File: src/rtl/core/tcce_pkg.sv
`timescale 1ns / 1ps
`default_nettype none
package tcce_pkg;

  localparam int QUEUE_DEPTH_DEF = 4;

  localparam int CUR_W      = 12;
  localparam int SCR_W      = 13;
  localparam int CELL_W     = 7;
  localparam int MARG_W     = 8;
  localparam int CHAR_W     = 8;
  localparam int POS_W      = 8;
  localparam int MODE_W     = 2;
  localparam int CMD_W      = 3;
  localparam int IDX_W      = 3;
  localparam int IN_DATA_W  = 24;
  localparam int OUT_DATA_W = 56;
  localparam int TAB_SPACES = 4;
  localparam int TAB_CNT_W  = 2;

  localparam logic [MODE_W-1:0] MODE_PUT    = 2'd0;
  localparam logic [MODE_W-1:0] MODE_SETCUR = 2'd1;
  localparam logic [MODE_W-1:0] MODE_CLEAR  = 2'd2;

  localparam logic [CHAR_W-1:0] CH_LF    = 8'h0A;
  localparam logic [CHAR_W-1:0] CH_CR    = 8'h0D;
  localparam logic [CHAR_W-1:0] CH_BS    = 8'h08;
  localparam logic [CHAR_W-1:0] CH_TAB   = 8'h09;
  localparam logic [CHAR_W-1:0] CH_SPACE = 8'h20;

  localparam logic [IDX_W-1:0] REG_SCREEN_W  = 3'd0;
  localparam logic [IDX_W-1:0] REG_SCREEN_H  = 3'd1;
  localparam logic [IDX_W-1:0] REG_CELL_W    = 3'd2;
  localparam logic [IDX_W-1:0] REG_CELL_H    = 3'd3;
  localparam logic [IDX_W-1:0] REG_LEFT_MARG = 3'd4;
  localparam logic [IDX_W-1:0] REG_TOP_MARG  = 3'd5;

  localparam logic [SCR_W-1:0]  RST_SCREEN_W = 13'd1024;
  localparam logic [SCR_W-1:0]  RST_SCREEN_H = 13'd768;
  localparam logic [CELL_W-1:0] RST_CELL_W   = 7'd8;
  localparam logic [CELL_W-1:0] RST_CELL_H   = 7'd16;
  localparam logic [MARG_W-1:0] RST_LEFT     = 8'd2;
  localparam logic [MARG_W-1:0] RST_TOP      = 8'd2;

  typedef enum logic [2:0] {
    OP_NOP,
    OP_NEWLINE,
    OP_CR,
    OP_BS,
    OP_TAB,
    OP_GLYPH,
    OP_SETCUR,
    OP_CLEAR
  } op_t;

  typedef enum logic [CMD_W-1:0] {
    CMD_NONE         = 3'd0,
    CMD_GLYPH        = 3'd1,
    CMD_CLEAR_CELL   = 3'd2,
    CMD_SCROLL       = 3'd3,
    CMD_CLEAR_SCREEN = 3'd4
  } cmd_t;

  typedef enum logic [1:0] {
    S_IDLE,
    S_RUN,
    S_DRAW,
    S_SET
  } back_state_t;

  typedef struct packed {
    op_t               op;
    logic [CHAR_W-1:0] ch;
    logic [POS_W-1:0]  row;
    logic [POS_W-1:0]  col;
  } qent_t;

  typedef struct packed {
    logic [SCR_W-1:0]  sw;
    logic [SCR_W-1:0]  sh;
    logic [CELL_W-1:0] cw;
    logic [CELL_W-1:0] ch;
    logic [MARG_W-1:0] lm;
    logic [MARG_W-1:0] tm;
  } cfg_t;

  typedef struct packed {
    cmd_t              cmd;
    logic [CUR_W-1:0]  cell_x;
    logic [CUR_W-1:0]  cell_y;
    logic [CHAR_W-1:0] glyph;
    logic [CUR_W-1:0]  cur_x;
    logic [CUR_W-1:0]  cur_y;
    logic              last;
  } res_t;

endpackage
`default_nettype wire

File: src/rtl/core/text_console_cursor_engine.sv
// Sequencing: the command sequencer takes a queued item in its idle state. Controls,
//   clear and unused modes emit from the run state; set-cursor multiplies in run and
//   emits from the set state; a printable byte, and each of a tab's four spaces, passes
//   run (emitting first if a wrap scrolls or clears), then its glyph from draw. The next
//   item waits for the previous one; at most one result per cycle, none under back-pressure.
// Reset: synchronous active-low rst_n restores register defaults, cursor to the margins
//   and empties the queue and the output register.
`timescale 1ns / 1ps
`default_nettype none
module text_console_cursor_engine #(
  parameter int QUEUE_DEPTH = tcce_pkg::QUEUE_DEPTH_DEF
) (
  input  wire logic                              clk,
  input  wire logic                              rst_n,
  input  wire logic                              in_tvalid,
  output logic                                   in_tready,
  input  wire logic [tcce_pkg::IN_DATA_W-1:0]    in_tdata,   // char_byte, text_row, text_col
  input  wire logic [tcce_pkg::MODE_W-1:0]       in_tuser,   // mode
  output logic                                   out_tvalid,
  input  wire logic                              out_tready,
  output logic [tcce_pkg::OUT_DATA_W-1:0]        out_tdata,  // cell_x, cell_y, glyph,
                                                             // cursor_x, cursor_y
  output logic [tcce_pkg::CMD_W-1:0]             out_tuser,  // command
  output logic                                   out_tlast,
  input  wire logic                              cfg_valid,
  output logic                                   cfg_ready,
  input  wire logic [tcce_pkg::IDX_W-1:0]        cfg_index,
  input  wire logic [tcce_pkg::SCR_W-1:0]        cfg_data
);
  import tcce_pkg::*;

  cfg_t  cfg_r;
  logic  q_full, q_push, q_pop, q_valid;
  qent_t q_wr, q_rd;
  res_t  res;

  assign cfg_ready = 1'b1;

  always_ff @(posedge clk) begin
    if (!rst_n) begin
      cfg_r.sw <= RST_SCREEN_W;
      cfg_r.sh <= RST_SCREEN_H;
      cfg_r.cw <= RST_CELL_W;
      cfg_r.ch <= RST_CELL_H;
      cfg_r.lm <= RST_LEFT;
      cfg_r.tm <= RST_TOP;
    end else if (cfg_valid) begin
      case (cfg_index)
        REG_SCREEN_W:  cfg_r.sw <= cfg_data;
        REG_SCREEN_H:  cfg_r.sh <= cfg_data;
        REG_CELL_W:    cfg_r.cw <= cfg_data[CELL_W-1:0];
        REG_CELL_H:    cfg_r.ch <= cfg_data[CELL_W-1:0];
        REG_LEFT_MARG: cfg_r.lm <= cfg_data[MARG_W-1:0];
        REG_TOP_MARG:  cfg_r.tm <= cfg_data[MARG_W-1:0];
        default: ;
      endcase
    end
  end

  tcce_front u_front (
    .in_tvalid (in_tvalid),
    .in_tready (in_tready),
    .in_tuser  (in_tuser),
    .in_tdata  (in_tdata),
    .q_full    (q_full),
    .q_push    (q_push),
    .q_ent     (q_wr)
  );

  tcce_queue #(
    .WIDTH ($bits(qent_t)),
    .DEPTH (QUEUE_DEPTH)
  ) u_queue (
    .clk   (clk),
    .rst_n (rst_n),
    .push  (q_push),
    .wdata (q_wr),
    .full  (q_full),
    .pop   (q_pop),
    .rdata (q_rd),
    .valid (q_valid)
  );

  tcce_back u_back (
    .clk       (clk),
    .rst_n     (rst_n),
    .cfg       (cfg_r),
    .q_valid   (q_valid),
    .q_ent     (q_rd),
    .q_pop     (q_pop),
    .out_valid (out_tvalid),
    .out_ready (out_tready),
    .out_res   (res)
  );

  assign out_tuser = res.cmd;
  assign out_tlast = res.last;
  assign out_tdata = {res.cur_y, res.cur_x, res.glyph, res.cell_y, res.cell_x};

  a_no_cell_for_none: assert property (@(posedge clk) disable iff (!rst_n)
    out_tvalid && (out_tuser == CMD_NONE || out_tuser == CMD_CLEAR_SCREEN)
    |-> out_tdata[31:0] == 32'd0)
    else $error("command without a cell carries cell or glyph data");

  a_glyph_only_draw: assert property (@(posedge clk) disable iff (!rst_n)
    out_tvalid && out_tuser != CMD_GLYPH |-> out_tdata[31:24] == 8'd0)
    else $error("glyph code set on a non-draw command");

  a_cmd_range: assert property (@(posedge clk) disable iff (!rst_n)
    out_tvalid |-> out_tuser <= CMD_CLEAR_SCREEN)
    else $error("command code out of range");

  a_scroll_cursor: assert property (@(posedge clk) disable iff (!rst_n)
    out_tvalid && (out_tuser == CMD_SCROLL || out_tuser == CMD_CLEAR_SCREEN)
    |-> out_tdata[43:32] == 12'(cfg_r.lm))
    else $error("cursor not at left margin after scroll or clear");

endmodule
`default_nettype wire

File: src/rtl/core/tcce_front.sv
`timescale 1ns / 1ps
`default_nettype none
module tcce_front (
  input  wire logic                             in_tvalid,
  output logic                                  in_tready,
  input  wire logic [tcce_pkg::MODE_W-1:0]      in_tuser,   // mode
  input  wire logic [tcce_pkg::IN_DATA_W-1:0]   in_tdata,   // char_byte, text_row, text_col
  input  wire logic                             q_full,
  output logic                                  q_push,
  output tcce_pkg::qent_t                       q_ent
);
  import tcce_pkg::*;

  logic [CHAR_W-1:0] ch;

  assign ch        = in_tdata[7:0];
  assign in_tready = !q_full;
  assign q_push    = in_tvalid && !q_full;

  always_comb begin
    q_ent.ch  = ch;
    q_ent.row = in_tdata[15:8];
    q_ent.col = in_tdata[23:16];
    case (in_tuser)
      MODE_PUT: begin
        case (ch)
          CH_LF:   q_ent.op = OP_NEWLINE;
          CH_CR:   q_ent.op = OP_CR;
          CH_BS:   q_ent.op = OP_BS;
          CH_TAB:  q_ent.op = OP_TAB;
          default: q_ent.op = OP_GLYPH;
        endcase
      end
      MODE_SETCUR: q_ent.op = OP_SETCUR;
      MODE_CLEAR:  q_ent.op = OP_CLEAR;
      default:     q_ent.op = OP_NOP;
    endcase
  end

endmodule
`default_nettype wire

File: src/rtl/core/tcce_queue.sv
`timescale 1ns / 1ps
`default_nettype none
module tcce_queue #(
  parameter int WIDTH = 8,
  parameter int DEPTH = 4
) (
  input  wire logic             clk,
  input  wire logic             rst_n,
  input  wire logic             push,
  input  wire logic [WIDTH-1:0] wdata,
  output logic                  full,
  input  wire logic             pop,
  output logic [WIDTH-1:0]      rdata,
  output logic                  valid
);
  localparam int PTR_W = (DEPTH > 1) ? $clog2(DEPTH) : 1;
  localparam int CNT_W = $clog2(DEPTH + 1);

  logic [WIDTH-1:0] mem_r [DEPTH];
  logic [PTR_W-1:0] wr_ptr_r, wr_ptr_nxt;
  logic [PTR_W-1:0] rd_ptr_r, rd_ptr_nxt;
  logic [CNT_W-1:0] cnt_r, cnt_nxt;
  logic             do_push, do_pop;

  assign full    = (cnt_r == CNT_W'(DEPTH));
  assign valid   = (cnt_r != '0);
  assign rdata   = mem_r[rd_ptr_r];
  assign do_push = push && !full;
  assign do_pop  = pop && valid;

  always_comb begin
    wr_ptr_nxt = wr_ptr_r;
    rd_ptr_nxt = rd_ptr_r;
    cnt_nxt    = cnt_r;
    if (do_push) begin
      wr_ptr_nxt = (wr_ptr_r == PTR_W'(DEPTH - 1)) ? '0 : wr_ptr_r + 1'b1;
    end
    if (do_pop) begin
      rd_ptr_nxt = (rd_ptr_r == PTR_W'(DEPTH - 1)) ? '0 : rd_ptr_r + 1'b1;
    end
    if (do_push && !do_pop) begin
      cnt_nxt = cnt_r + 1'b1;
    end else if (do_pop && !do_push) begin
      cnt_nxt = cnt_r - 1'b1;
    end
  end

  always_ff @(posedge clk) begin
    if (!rst_n) begin
      wr_ptr_r <= '0;
      rd_ptr_r <= '0;
      cnt_r    <= '0;
    end else begin
      wr_ptr_r <= wr_ptr_nxt;
      rd_ptr_r <= rd_ptr_nxt;
      cnt_r    <= cnt_nxt;
    end
  end

  always_ff @(posedge clk) begin
    if (do_push) begin
      mem_r[wr_ptr_r] <= wdata;
    end
  end

endmodule
`default_nettype wire

File: src/rtl/core/tcce_back.sv
`timescale 1ns / 1ps
`default_nettype none
module tcce_back (
  input  wire logic          clk,
  input  wire logic          rst_n,
  input  tcce_pkg::cfg_t     cfg,
  input  wire logic          q_valid,
  input  tcce_pkg::qent_t    q_ent,
  output logic               q_pop,
  output logic               out_valid,
  input  wire logic          out_ready,
  output tcce_pkg::res_t     out_res
);
  import tcce_pkg::*;

  function automatic logic [CUR_W-1:0] sat12(input logic [15:0] v);
    return (v > 16'd4095) ? 12'hFFF : v[CUR_W-1:0];
  endfunction

  function automatic logic [CUR_W-1:0] clamp_pos(input logic [15:0] p,
                                                 input logic [SCR_W-1:0] size,
                                                 input logic [CELL_W-1:0] cell_sz);
    logic [CELL_W-1:0] step;
    logic [15:0]       q;
    step = (cell_sz == '0) ? CELL_W'(1) : cell_sz;
    q    = p;
    if (size != '0 && p >= 16'(size)) begin
      q = (size >= SCR_W'(step)) ? 16'(size - SCR_W'(step)) : 16'd0;
    end
    return sat12(q);
  endfunction

  back_state_t           state_r, state_nxt;
  op_t                   op_r, op_nxt;
  logic [CHAR_W-1:0]     ch_r, ch_nxt;
  logic [POS_W-1:0]      in_row_r, in_row_nxt;
  logic [POS_W-1:0]      in_col_r, in_col_nxt;
  logic [TAB_CNT_W-1:0]  tab_r, tab_nxt;
  logic [14:0]           pc_r, pc_nxt;
  logic [14:0]           pr_r, pr_nxt;
  logic [CUR_W-1:0]      col_r, col_nxt;
  logic [CUR_W-1:0]      row_r, row_nxt;
  logic                  out_valid_r;
  res_t                  res_r;

  logic                  slot_free;
  logic                  emit;
  res_t                  e_res;
  logic                  draw_last;

  logic [CUR_W-1:0]      lm12, tm12;
  logic [13:0]           ny, ny2;
  logic                  ovf, full;
  logic [SCR_W-1:0]      shmc;
  logic [CUR_W-1:0]      shmc_sat;
  logic [CUR_W-1:0]      nl_row, nl_celly;
  cmd_t                  nl_cmd;
  logic [SCR_W-1:0]      colcw;
  logic                  wrap;
  logic [CUR_W-1:0]      adv;
  logic                  bs_home;
  logic [CUR_W-1:0]      bs_col, bs_row;
  logic [SCR_W-1:0]      swmc;
  logic [CUR_W-1:0]      set_col, set_row;

  assign lm12 = CUR_W'(cfg.lm);
  assign tm12 = CUR_W'(cfg.tm);

  // newline target
  always_comb begin
    ny       = 14'(row_r) + 14'(cfg.ch);
    ny2      = ny + 14'(cfg.ch);
    ovf      = ny2 > 14'(cfg.sh);
    full     = (cfg.ch == '0) || (SCR_W'(cfg.ch) >= cfg.sh);
    shmc     = cfg.sh - SCR_W'(cfg.ch);
    shmc_sat = sat12(16'(shmc));
    if (!ovf) begin
      nl_row = sat12(16'(ny));
      nl_cmd = CMD_NONE;
    end else begin
      nl_row = (cfg.sh >= SCR_W'(cfg.ch)) ? shmc_sat : '0;
      nl_cmd = full ? CMD_CLEAR_SCREEN : CMD_SCROLL;
    end
    nl_celly = (nl_cmd == CMD_SCROLL) ? shmc_sat : '0;
  end

  // glyph advance, backspace and set-cursor clamp
  always_comb begin
    colcw   = SCR_W'(col_r) + SCR_W'(cfg.cw);
    wrap    = colcw > cfg.sw;
    adv     = sat12(16'(colcw));
    bs_home = (row_r == tm12) && (col_r <= lm12);
    swmc    = cfg.sw - SCR_W'(cfg.cw);
    if (col_r >= CUR_W'(cfg.cw)) begin
      bs_col = col_r - CUR_W'(cfg.cw);
      bs_row = row_r;
    end else if (row_r >= CUR_W'(cfg.ch)) begin
      bs_row = row_r - CUR_W'(cfg.ch);
      bs_col = (cfg.sw >= SCR_W'(cfg.cw)) ? sat12(16'(swmc)) : '0;
    end else begin
      bs_col = '0;
      bs_row = '0;
    end
    set_col = clamp_pos(16'(cfg.lm) + 16'(pc_r), cfg.sw, cfg.cw);
    set_row = clamp_pos(16'(cfg.tm) + 16'(pr_r), cfg.sh, cfg.ch);
  end

  assign slot_free = !out_valid_r || out_ready;
  assign q_pop     = (state_r == S_IDLE) && q_valid;
  assign draw_last = (op_r != OP_TAB) || (tab_r == TAB_CNT_W'(TAB_SPACES - 1));

  always_comb begin
    state_nxt  = state_r;
    op_nxt     = op_r;
    ch_nxt     = ch_r;
    in_row_nxt = in_row_r;
    in_col_nxt = in_col_r;
    tab_nxt    = tab_r;
    pc_nxt     = pc_r;
    pr_nxt     = pr_r;
    col_nxt    = col_r;
    row_nxt    = row_r;
    emit       = 1'b0;
    e_res      = '{cmd: CMD_NONE, cell_x: '0, cell_y: '0, glyph: '0,
                   cur_x: col_r, cur_y: row_r, last: 1'b1};
    case (state_r)
      S_IDLE: begin
        if (q_valid) begin
          op_nxt     = q_ent.op;
          ch_nxt     = q_ent.ch;
          in_row_nxt = q_ent.row;
          in_col_nxt = q_ent.col;
          tab_nxt    = '0;
          state_nxt  = S_RUN;
        end
      end
      S_RUN: begin
        if (slot_free) begin
          state_nxt = S_IDLE;
          case (op_r)
            OP_NEWLINE: begin
              col_nxt      = lm12;
              row_nxt      = nl_row;
              emit         = 1'b1;
              e_res.cmd    = nl_cmd;
              e_res.cell_y = nl_celly;
              e_res.cur_x  = lm12;
              e_res.cur_y  = nl_row;
            end
            OP_CR: begin
              col_nxt     = lm12;
              emit        = 1'b1;
              e_res.cur_x = lm12;
            end
            OP_BS: begin
              emit = 1'b1;
              if (!bs_home) begin
                col_nxt      = bs_col;
                row_nxt      = bs_row;
                e_res.cmd    = CMD_CLEAR_CELL;
                e_res.cell_x = bs_col;
                e_res.cell_y = bs_row;
                e_res.cur_x  = bs_col;
                e_res.cur_y  = bs_row;
              end
            end
            OP_GLYPH, OP_TAB: begin
              state_nxt = S_DRAW;
              if (wrap) begin
                col_nxt      = lm12;
                row_nxt      = nl_row;
                emit         = (nl_cmd != CMD_NONE);
                e_res.cmd    = nl_cmd;
                e_res.cell_y = nl_celly;
                e_res.cur_x  = lm12;
                e_res.cur_y  = nl_row;
                e_res.last   = 1'b0;
              end
            end
            OP_SETCUR: begin
              pc_nxt    = 15'(in_col_r) * 15'(cfg.cw);
              pr_nxt    = 15'(in_row_r) * 15'(cfg.ch);
              state_nxt = S_SET;
            end
            OP_CLEAR: begin
              col_nxt     = lm12;
              row_nxt     = tm12;
              emit        = 1'b1;
              e_res.cmd   = CMD_CLEAR_SCREEN;
              e_res.cur_x = lm12;
              e_res.cur_y = tm12;
            end
            default: begin
              emit = 1'b1;
            end
          endcase
        end
      end
      S_DRAW: begin
        if (slot_free) begin
          emit         = 1'b1;
          col_nxt      = adv;
          e_res.cmd    = CMD_GLYPH;
          e_res.cell_x = col_r;
          e_res.cell_y = row_r;
          e_res.glyph  = (op_r == OP_TAB) ? CH_SPACE : ch_r;
          e_res.cur_x  = adv;
          e_res.last   = draw_last;
          if (draw_last) begin
            state_nxt = S_IDLE;
          end else begin
            tab_nxt   = tab_r + 1'b1;
            state_nxt = S_RUN;
          end
        end
      end
      S_SET: begin
        if (slot_free) begin
          col_nxt     = set_col;
          row_nxt     = set_row;
          emit        = 1'b1;
          e_res.cur_x = set_col;
          e_res.cur_y = set_row;
          state_nxt   = S_IDLE;
        end
      end
      default: begin
        state_nxt = S_IDLE;
      end
    endcase
  end

  always_ff @(posedge clk) begin
    if (!rst_n) begin
      state_r     <= S_IDLE;
      col_r       <= CUR_W'(RST_LEFT);
      row_r       <= CUR_W'(RST_TOP);
      out_valid_r <= 1'b0;
    end else begin
      state_r <= state_nxt;
      col_r   <= col_nxt;
      row_r   <= row_nxt;
      if (emit) begin
        out_valid_r <= 1'b1;
      end else if (out_ready) begin
        out_valid_r <= 1'b0;
      end
    end
  end

  always_ff @(posedge clk) begin
    op_r     <= op_nxt;
    ch_r     <= ch_nxt;
    in_row_r <= in_row_nxt;
    in_col_r <= in_col_nxt;
    tab_r    <= tab_nxt;
    pc_r     <= pc_nxt;
    pr_r     <= pr_nxt;
    if (emit) begin
      res_r <= e_res;
    end
  end

  assign out_valid = out_valid_r;
  assign out_res   = res_r;

endmodule
`default_nettype wire
File: config.mk
export PLATFORM = sky130hd
export DESIGN_NAME = text_console_cursor_engine
export DESIGN_NICKNAME = d
export VERILOG_FILES = /design/src/rtl/core/tcce_pkg.sv /design/src/rtl/core/text_console_cursor_engine.sv /design/src/rtl/core/tcce_front.sv /design/src/rtl/core/tcce_queue.sv /design/src/rtl/core/tcce_back.sv
export SDC_FILE = /design/constraint.sdc
export NUM_CORES = 1
export LEC_CHECK = 0
export BUFFER_PORTS_ARGS = -buffer_cell sky130_fd_sc_hd__buf_2
export CAP_MARGIN = 0
export CELL_PAD_IN_SITES_DETAIL_PLACEMENT = 1
export CELL_PAD_IN_SITES_GLOBAL_PLACEMENT = 1
export CORE_ASPECT_RATIO = 1.75
export CORE_MARGIN = 1.5
export CORE_UTILIZATION = 50
export DETAILED_ROUTE_END_ITERATION = 8
export HOLD_SLACK_MARGIN = 0.08
export PLACE_DENSITY = 0.89
export SYNTH_ARGS = -nofsm -noshare
export SYNTH_HDL_FRONTEND = slang
export SYNTH_SLANG_ARGS = --single-unit
File: constraint.sdc
create_clock -name clk -period 10.6 [get_ports clk]
set_clock_uncertainty 0.1 [all_clocks]
set_input_delay 1.06 -clock clk [delete_from_list [all_inputs] [get_ports clk]]
set_output_delay 1.06 -clock clk [all_outputs]
set_load 0.02 [all_outputs]
## Word-level counts from Yosys, hierarchy flattened

Memory sizes are Yosys's and may differ from the RTL's. A register that Yosys moved wholly into a read port is not among the register bits.
Cells that the tools add are included.

| word-level totals | value |
|---|---|
| register bits after elaboration | 182 |
| bits in writable memories | 108 |
| bits of input ports | 47 |
| output and inout bits | 63 |
| logic and storage cells | 229 |
| memories | 1 |

| operators by class | value |
|---|---|
| add/subtract/negate cells | 16 |
| multiply operators | 2 |
| order comparisons | 18 |
| eq/ne operators | 37 |
| muxes and demuxes | 82 |
| bitwise gates (word level) | 2 |
| reduce and logical (&&, ||, !) cells | 47 |

Memories:

| memory | words | bits a word | rd ports | clocked after memory_dff | write ports | line | RTL |
|---|---|---|---|---|---|---|---|
| u_queue.mem_r | 4 | 27 | 1 | 1 | 1 | tcce_queue.sv:19 | `logic [WIDTH-1:0] mem_r [DEPTH];` |

Operator list:

| cell | number |
|---|---|
| $mux 12 | 25 |
| $pmux 12 s3 | 5 |
| $pmux 12 s4 | 2 |
| $mux 16 | 4 |
| $pmux 27 s2 | 1 |
| $ge 13x7->1 | 4 |
| $mux 25 | 2 |
| $mux 24 | 2 |
| $pmux 12 s2 | 2 |
| $mux 45 | 1 |
| $gt 13x12->1 const B | 3 |
| $add 8x15->16 | 2 |
| $eq 8x4->1 const B | 4 |
| $ge 16x13->1 | 2 |
| $gt 16x12->1 const B | 2 |
| $mul 8x7->15 | 2 |
| $sub 13x7->14 | 2 |
| $mux 27 | 1 |
| $add 12x7->13 | 2 |
| $mux 26 | 1 |
| $reduce_bool 13->1 | 2 |
| $sub 13x7->13 | 2 |
| $ge 12x7->1 | 2 |
| $pmux 3 s4 | 2 |
| 47 further kinds | 127 |

## Logic depth before layout (Yosys ltp)

Gate-level depths: netlist (run 1).

| logic depth | value |
|---|---|
| depth after elaboration | 10 |
| gate-level depth with buffers | 27 |
| depth with buffers taken out | 24 |

## Cells and area by module

Synthesis (run 1) repeated with hierarchy kept, for this count alone.

| second synthesis, totals | value |
|---|---|
| cells, all modules | 2476 |
| area, all modules | 24192.0 um2 |

By module, submodules not included:

| module | times used | cells each | area each (um2) | seq. area each (um2) |
|---|---|---|---|---|
| tcce_back | 1 | 2029 | 17280.3 | 4113.9 |
| tcce_queue | 1 | 192 | 4425.5 | 3423.3 |
| text_console_cursor_engine | 1 | 211 | 2158.3 | 1121.1 |
| tcce_front | 1 | 44 | 327.8 | 0.0 |

## Worst setup path before layout (run 1)

OpenSTA, ideal clock, no wires.

| timing path | value |
|---|---|
| kind | reg2reg |
| start point | register cfg_r[20] (netlist name) |
| end point | register u_back.res_r, in the netlist u_back.out_res[0], enable pin |
| setup time | 0.480 ns |
| data arrival time | 7.041 ns |
| required time | 10.020 ns |
| setup slack | 2.980 ns |
| cell stages (with the launch flop) | 22 |
| path buffers | 3 |
| period minus slack after synthesis | 7.620 ns |
| path through | dfxtp_1 -> clkbuf_1 -> inv_1 -> ha_1 -> clkbuf_1 -> a2111oi_0 -> a2111oi_0 -> xor2_1 -> ha_1 -> inv_1 -> o21bai_1 -> a21oi_1 -> o41ai_1 -> ha_1 -> and3_1 -> and3_1 -> o2bb2ai_1 -> a31o_2 -> clkbuf_1 -> o311ai_0 -> a21oi_1 -> nor2_1 |

| between the ends | value |
|---|---|
| word-level cells in the longest chain between the ends | 9 |
| elaborated cells between the ends (all ways) | 13 |
| those cells by class | add/sub: 2; order compare: 2; mux: 6; reduce/logical: 3 |

RTL lines:

| element | line | RTL |
|---|---|---|
| from (decl) | text_console_cursor_engine.sv:32 | `cfg_t cfg_r;` |
| $add 12x7->13, or another cell as far along | tcce_back.sv:71 | `ny = 14'(row_r) + 14'(cfg.ch);` |
| $add 14x7->14 / $logic_or 1x1->1 (equally long branches) | tcce_back.sv:72, tcce_back.sv:74 |  |
| $gt 14x13->1 / $mux 3 (equally long branches) | tcce_back.sv:73, tcce_back.sv:82 |  |
| $mux 3 * | tcce_back.sv:77 | `if (!ovf) begin` |
| $reduce_bool 3->1 * | tcce_back.sv:172 | `emit = (nl_cmd != CMD_NONE);` |
| $mux 1 * | tcce_back.sv:169 | `if (wrap) begin` |
| $pmux 1 s2 * | tcce_back.sv:140 | `case (op_r)` |
| $mux 1 * | tcce_back.sv:138 | `if (slot_free) begin` |
| $pmux 1 s2 * | tcce_back.sv:126 | `case (state_r)` |
| net u_back.emit | tcce_back.sv:47 | `logic emit;` |
| to (signal assigned) | tcce_back.sv:260 | `res_r <= e_res;` |
| to (decl) | tcce_back.sv:44 | `res_t res_r;` |

Mark *: on every way through the listed nets, which the timed path passes. The rest lies on a longest branch.
A chain may end at the register's enable or synchronous reset.

## Worst setup path in the final report (run 1)

| timing path | value |
|---|---|
| start point | register cfg_r[17] (netlist name) |
| end point | register u_back.res_r, in the netlist u_back.out_res[18], enable pin |

The elaborated chain is that of the path after synthesis.

==> results of run 1 <==
## layout make-up
cell class	count	area [um2]
timing repair buffer	130	706
sequential	317	8620
tap	594	743
inverter	168	631
multi-input combinational	1898	14300
clock inverter	13	108
fill	5340	21600
clock buffer	41	900
antenna	6	15.0
## through the flow
step                util, %  std cells
floorplan                 -       2500
global placement       52.4       3107
detailed placement     52.4       3107
CTS                    54.6       3161
global route           54.6       3166
finish                 54.6       3167
## logic make-up (layout without fill, tap and decap cells)
family	count (synthesis)	in the layout
muxes	43	43
other	1	7
and+or+nand+nor	812	812
DFF	317	317
buffers and inverters	285	352
adders and majority gates	282	282
xor gates and xnor gates	131	131
AOI/OAI and AO/OA	629	629
## state kept, by name, summed over array words and instances (netlist names)
register	flops
u_back.state_r	2
u_queue.rd_ptr_r	2
u_back.op_r	3
u_back.out_valid	1
u_back.pr_r	15
u_queue.mem_r	108
u_back.tab_r	2
u_back.pc_r	15
cfg_r	56
u_back.in_row_r	8
u_back.out_res	60
u_back.ch_r	8
u_queue.wr_ptr_r	2
u_back.row_r	12
u_back.col_r	12
u_back.in_col_r	8
u_queue.cnt_r	3
## layout by cell type (no fill, tap or decap), drive strengths merged, types with 33 or more instances in the layout
cell	count
nand2	287
nand2b	33
a21boi	55
nor2b	38
buf	130
nor3	54
a21o	38
inv	175
clkbuf	41
a21oi	116
o21a	37
fa	69
nand3	38
and2	76
ha	213
dfxtp	90
o21ai	127
nor2	155
xnor2	87
edfxtp	227
xor2	44
## per-layer routing
layer	GRT usage, %	wire [um]
met1	37.0	30700
met3	5.42	4700
met2	68.1	47600
met5	0	23
met4	35.5	10100
## cells in the mapped netlist (9+ instances only)
cell type / n / share of area (%)
a2111oi_0: 10 / 0.37
a211o_1: 12 / 0.44
a211oi_1: 23 / 0.72
a21boi_0: 55 / 1.7
a21o_1: 38 / 1.2
a21oi_1: 116 / 2.4
a22o_1: 21 / 0.77
a22oi_1: 10 / 0.31
a31oi_1: 23 / 0.60
and2_1: 75 / 2.0
and3_1: 17 / 0.44
clkbuf_1: 106 / 1.7
dfxtp_1: 90 / 7.5
edfxtp_1: 227 / 28
fa_1: 69 / 5.8
ha_1: 213 / 11
inv_1: 167 / 2.6
mux2i_1: 12 / 0.50
mux4_2: 27 / 2.5
nand2_1: 287 / 4.5
nand2b_1: 33 / 0.86
nand3_1: 38 / 0.79
nand4_1: 19 / 0.50
nor2_1: 154 / 2.4
nor2b_1: 38 / 0.99
nor3_1: 52 / 1.1
nor4_1: 22 / 0.57
o211ai_1: 21 / 0.66
o21a_1: 37 / 1.2
o21ai_0: 124 / 2.6
o21bai_1: 9 / 0.28
o22ai_1: 12 / 0.31
o31ai_1: 12 / 0.38
or2_2: 16 / 0.42
or3_1: 22 / 0.57
xnor2_1: 87 / 3.2
xor2_1: 44 / 1.6
## critical path, delay by kind of cell (launching register included)
kind,cells,cell delay [ns]
AOI/OAI and AO/OA,9,2.43
adders and majority gates,3,1.07
buffers and inverters,3,0.98
and+or+nand+nor,4,0.93
DFF,1,0.63
xor gates and xnor gates,1,0.19
## path summary, 6_finish.rpt
check                  endpoint  slack (ns)  depth (start not counted)
max          u_back.out_res[18]        3.81                         20
min          u_back.out_res[29]        0.44                          1
max reg2reg  u_back.out_res[18]        3.81                         20
min reg2reg  u_back.out_res[29]        0.44                          1
## power by group
part           total, mW  internal [mW]  switching (mW)  leakage (nW)
Sequential          1.91           1.61           0.305          2.83
Combinational       2.71          0.931            1.78          7.18
Clock               1.12          0.603           0.517         0.508
Total               5.74           3.14            2.60          10.5
==> key figures, run 1 <==
Timing
  • Final hold vios: 0
  • Slew of the pin with the lowest slew margin: 1.40 ns
  • Period minus WS final: 6.79 ns
  • Worst hold slack: 0.437 ns
  • Slew HR: 5.44%
  • Max Fclk: 0.147 GHz
  • Period Utilization, post-route: 64.1%
  • RSZ-0062 raised after global routing: no
  • Final setup vio count: 0
  • Worst setup margin: 3.81 ns
  • Fin. max-slew vios: 0
  • Final TNS setup: 0 ns

Synthesis
  • Ys Warns: 0
  • Adder-cell share of the synthesized area: 16.9%
  • Post-Syn Area per Cell: 9.58 um2
  • Asr flop ratio synth: 0%
  • Synth Area in XOR/XNOR: 4.79%
  • Ys flop type: edfxtp_1
  • Yosys reg bits: 317
  • Synth cell types: 93
  • Main combinational cell family by area after synthesis: compound AO/OA/AOI/OAI gates
  • Post-synth EDFFs: 227
  • Mapped Nets: 2829
  • Syn Std Cell Area: 24000 um2
  • Area fraction in compound gates after synthesis: 18.1%
  • Post-synthesis mux area share: 3.23%
  • Seq/Total Area, Yosys: 36.0%
  • Cells after synthesis: 2500
  • Area share of and/or/nand/nor cells after synthesis: 16.5%

Floorplan
  • Height of the die: 293 um
  • Starting Density: 50.3%
  • Die ar.: 49300 um2
  • Num rows: 106
  • CORE AREA: 47600 um2
  • # IOs: 110
  • Chip width: 168 um

Global route
  • Initial antenna violation count: 7
  • Gr usage total: 37.9%
  • Largest net degree at the start of global routing: 92
  • Vias in the first global route: 22600
  • Total gr overflow: 0
  • First-pass GRT wire length: 138 mm

Clock tree
  • Clock transition at path regs: 0.07 ns
  • Clk_lat worst skew: 0.61 ns
  • CTS tree: done
  • Post-CTS setup buffers: 0
  • CTS H-Tree Depth: 1
  • Clock sink count: 317
  • Root buffer cell: clkbuf_16
  • PostCTS Resize Cnt: 0
  • Maximum root-to-sink buffer count: 3
  • Number of CTS-inserted buffers: 29
  • Hold_buf cts: 0

Route
  • Drt total wl: 93.2 mm
  • Avg WL per Cell: 29.4 um
  • ANT nets after route: 0
  • Post-route DRC violation count: 0
  • Vias per cell: 6.59
  • Iteration-0 DRC Markers: 1531
  • Via Count: 20900
  • Pre-Repair DR Iteration Count: 6

Cells and area
  • Fin nets: 2873
  • P&R area growth vs syn: 8.48%
  • Layout cells sized above 1: 10.1%
  • Design Area, Final: 26000 um2

Setup path
  • Data required, critical path: 10.73 ns
  • Most Frequent Cell on Critical Path: ha_1
  • Crit. End Element: flip-flop
  • CP max FO: 53
  • Crit Path Category: reg -> reg
  • CP Data Arrival Time: 6.93 ns
  • Crit-path max cell delay: 0.64 ns
  • Cells along the critical path: inv_1 > ha_1 > nand2b_1 > a2111oi_0 > a2111oi_0 > xor2_1 > ha_1 > inv_1 > o21bai_1 > a21oi_1 > o41ai_1 > ha_1 > and3_1 > and3_1 > o2bb2ai_1 > a31o_2 > o311ai_0 > a21oi_1 > nor2_4 > buf_4
  • Crit-path slowest cell: buf_4
  • Worst Setup Start Kind: flip-flop
  • Worst r2r src: cfg_r[17]
  • Critical path origin: cfg_r[17]

Pwr
  • Leakage Power: 10.5 nW
  • Worst vdd ir: 0.187 mV
  • Pwr dens: 221 nW/um2
  • Final Power: 5.74 mW

Place
  • IO Port Bufs: 108
  • Post-DP HPWL: 71.7 mm
  • DP Area: 25000 um2
  • GPL Wtd Cong: 1.02
  • Dpl ws: 3.94 ns

Flow run
  • Max-Cap Viols: 0

Worst hold path
  • Worst hold start: u_back.ch_r[4]
  • Hold Crit Class: reg -> reg

Outcome
  • Outcome: completed
No activity file was read; power rests on OpenSTA's default activity.
==> run 2, diff against run 1 <==
clock period = 6.3 ns   (was 10.6 ns; I/O delays follow)
==> key figures, run 2 (synthesis results as in run 1) <==
Timing
  • Final setup vio count: 0
  • Slew of the pin with the lowest slew margin: 1.33 ns
  • Final TNS setup: 0 ns
  • RSZ-0062 raised after global routing: no
  • Worst setup margin: 0.382 ns
  • Final hold vios: 0
  • Max Fclk: 0.169 GHz
  • Fin. max-slew vios: 0
  • Slew HR: 11.1%
  • Period Utilization, post-route: 93.9%
  • Period minus WS final: 5.92 ns

Setup path
  • Crit Path Category: reg -> reg
  • Worst Setup Start Kind: flip-flop
  • R2r worst-path depth: 17
  • Data required, critical path: 6.58 ns
  • RR Endpoint: u_back.out_res[17]
  • Critical path origin: cfg_r[26]
  • CP Data Arrival Time: 6.20 ns
  • R2R Setup Slk: 0.38 ns
  • Critical Path End: u_back.out_res[17]
  • Worst r2r src: cfg_r[26]
  • CP max FO: 17
  • Crit. End Element: flip-flop

Route
  • Avg WL per Cell: 31.5 um
  • Pre-Repair DR Iteration Count: 6
  • Vias per cell: 6.70
  • ANT nets after route: 0
  • Via Count: 21500
  • Iteration-0 DRC Markers: 1696
  • Post-route DRC violation count: 0
  • Drt total wl: 101 mm

Global route
  • GR Util met3: 5.53%
  • Initial antenna violation count: 2
  • Gr usage total: 40.7%
  • Vias in the first global route: 23300
  • GRT busiest layer: met2
  • Total gr overflow: 0
  • Largest net degree at the start of global routing: 92
  • First-pass GRT wire length: 147 mm
  • Met2 GRT Util: 73.7%
  • Grt met1 use: 38.4%

Cells and area
  • Layout cells sized above 1: 11.3%
  • Commonest non-fill, non-tap cell in the layout: nand2_1
  • Fin nets: 2915
  • P&R area growth vs syn: 9.85%
  • Commonest non-fill, non-tap cells in the layout: nand2_1 (287), edfxtp_1 (227), ha_1 (213)
  • Max FFs per register: 108
  • Largest Register: u_queue.mem_r

Floorplan
  • Num rows: 106
  • Die ar.: 49300 um2
  • Height of the die: 293 um
  • # IOs: 110
  • CORE AREA: 47600 um2
  • Chip width: 168 um
  • Starting Density: 50.3%

Place
  • Post-DP HPWL: 76.3 mm
  • Dpl ws: 0.514 ns
  • GPL Wtd Cong: 1.00
  • IO Port Bufs: 108

Outcome
  • Outcome: completed

Clock tree
  • Post-CTS setup buffers: 0
  • PostCTS Resize Cnt: 0
  • Clk_lat worst skew: 0.62 ns
  • Clock sink count: 317
  • Clock transition at path regs: 0.07 ns
  • Root buffer cell: clkbuf_16
  • Maximum root-to-sink buffer count: 3
  • CTS H-Tree Depth: 1
  • Hold_buf cts: 0
  • CTS tree: done
  • Number of CTS-inserted buffers: 31

Flow run
  • Max-Cap Viols: 0

Pwr
  • Leakage Power: 10.7 nW
  • Worst vdd ir: 0.259 mV
  • Pwr dens: 378 nW/um2

Worst hold path
  • Cells on Worst Hold Path: 1
  • Hold Crit Class: in -> reg
run 2: routing by layer:
metal  part of all wire (%)  wire length [um]  vias to the layer above
li1                       -                 -                     9221
met1                     31             31800                    10700
met2                     51             51400                     1067
met3                    5.3              5330                      529
met4                     12             12600                        0
met5                      0                 0                        -
run 2: worst max-delay path: stages (launching register included):
cell and delay, ns:
dfxtp_1 0.68, inv_1 0.17, ha_1 0.56, nor2_1 0.11, a2bb2oi_1 0.19, o41ai_1 0.13, o21ai_1 0.53, nor2_1 0.17
xor2_1 0.19, ha_1 0.20, a211o_1 0.26, a21oi_1 0.18, o21ai_0 0.13, o31ai_1 0.54, a22o_1 0.75, a222oi_1 0.20
o21bai_1 0.21, a2bb2oi_1 0.39
run 2: stage by stage:
| step | util (%) | total power, mW | cells | instance area, um2 | hold WS (ns) |
|---|---|---|---|---|---|
| after detailed placement | 53.1 | 7.77 | 3147 | 25300 | 0.429 |
| after global routing | 55.3 | 10.3 | 3208 | 26300 | 0.129 |
| after CTS | 55.3 | 9.76 | 3204 | 26300 | 0.124 |
| final | 55.3 | 9.96 | 3210 | 26300 | 0.135 |
| after floorplan | - | 5.95 | 2500 | 24000 | 0.360 |
| after global placement | 53.1 | 7.56 | 3147 | 25300 | 0.403 |
run 2: layout make-up:
cell class / instances / area, um2
clock inverter: 23 / 236
fill: 5354 / 21300
inverter: 168 / 631
antenna: 6 / 15.0
multi-input combinational: 1898 / 14300
sequential: 317 / 8620
timing repair buffer: 170 / 1020
tap: 594 / 743
clock buffer: 34 / 787
run 2: how the worst min path moves through the flow:
stage / startpoint / end / slack (ns)
after global placement: u_back.ch_r[1] / u_back.out_res[26] / 0.40
after floorplan: cfg_r[46] / cfg_r[46] / 0.36
final: in_tdata[20] / u_queue.mem_r[0][4] / 0.14
after CTS: in_tdata[20] / u_queue.mem_r[0][4] / 0.12
after detailed placement: cfg_r[36] / cfg_r[36] / 0.43
after global routing: in_tdata[19] / u_queue.mem_r[3][3] / 0.13
run 2: power by group:
part / leakage, nW / internal, mW / switching (mW)
clock network: 0.493 / 1.04 / 0.920
registers: 2.83 / 2.71 / 0.508
logic: 7.39 / 1.62 / 3.17
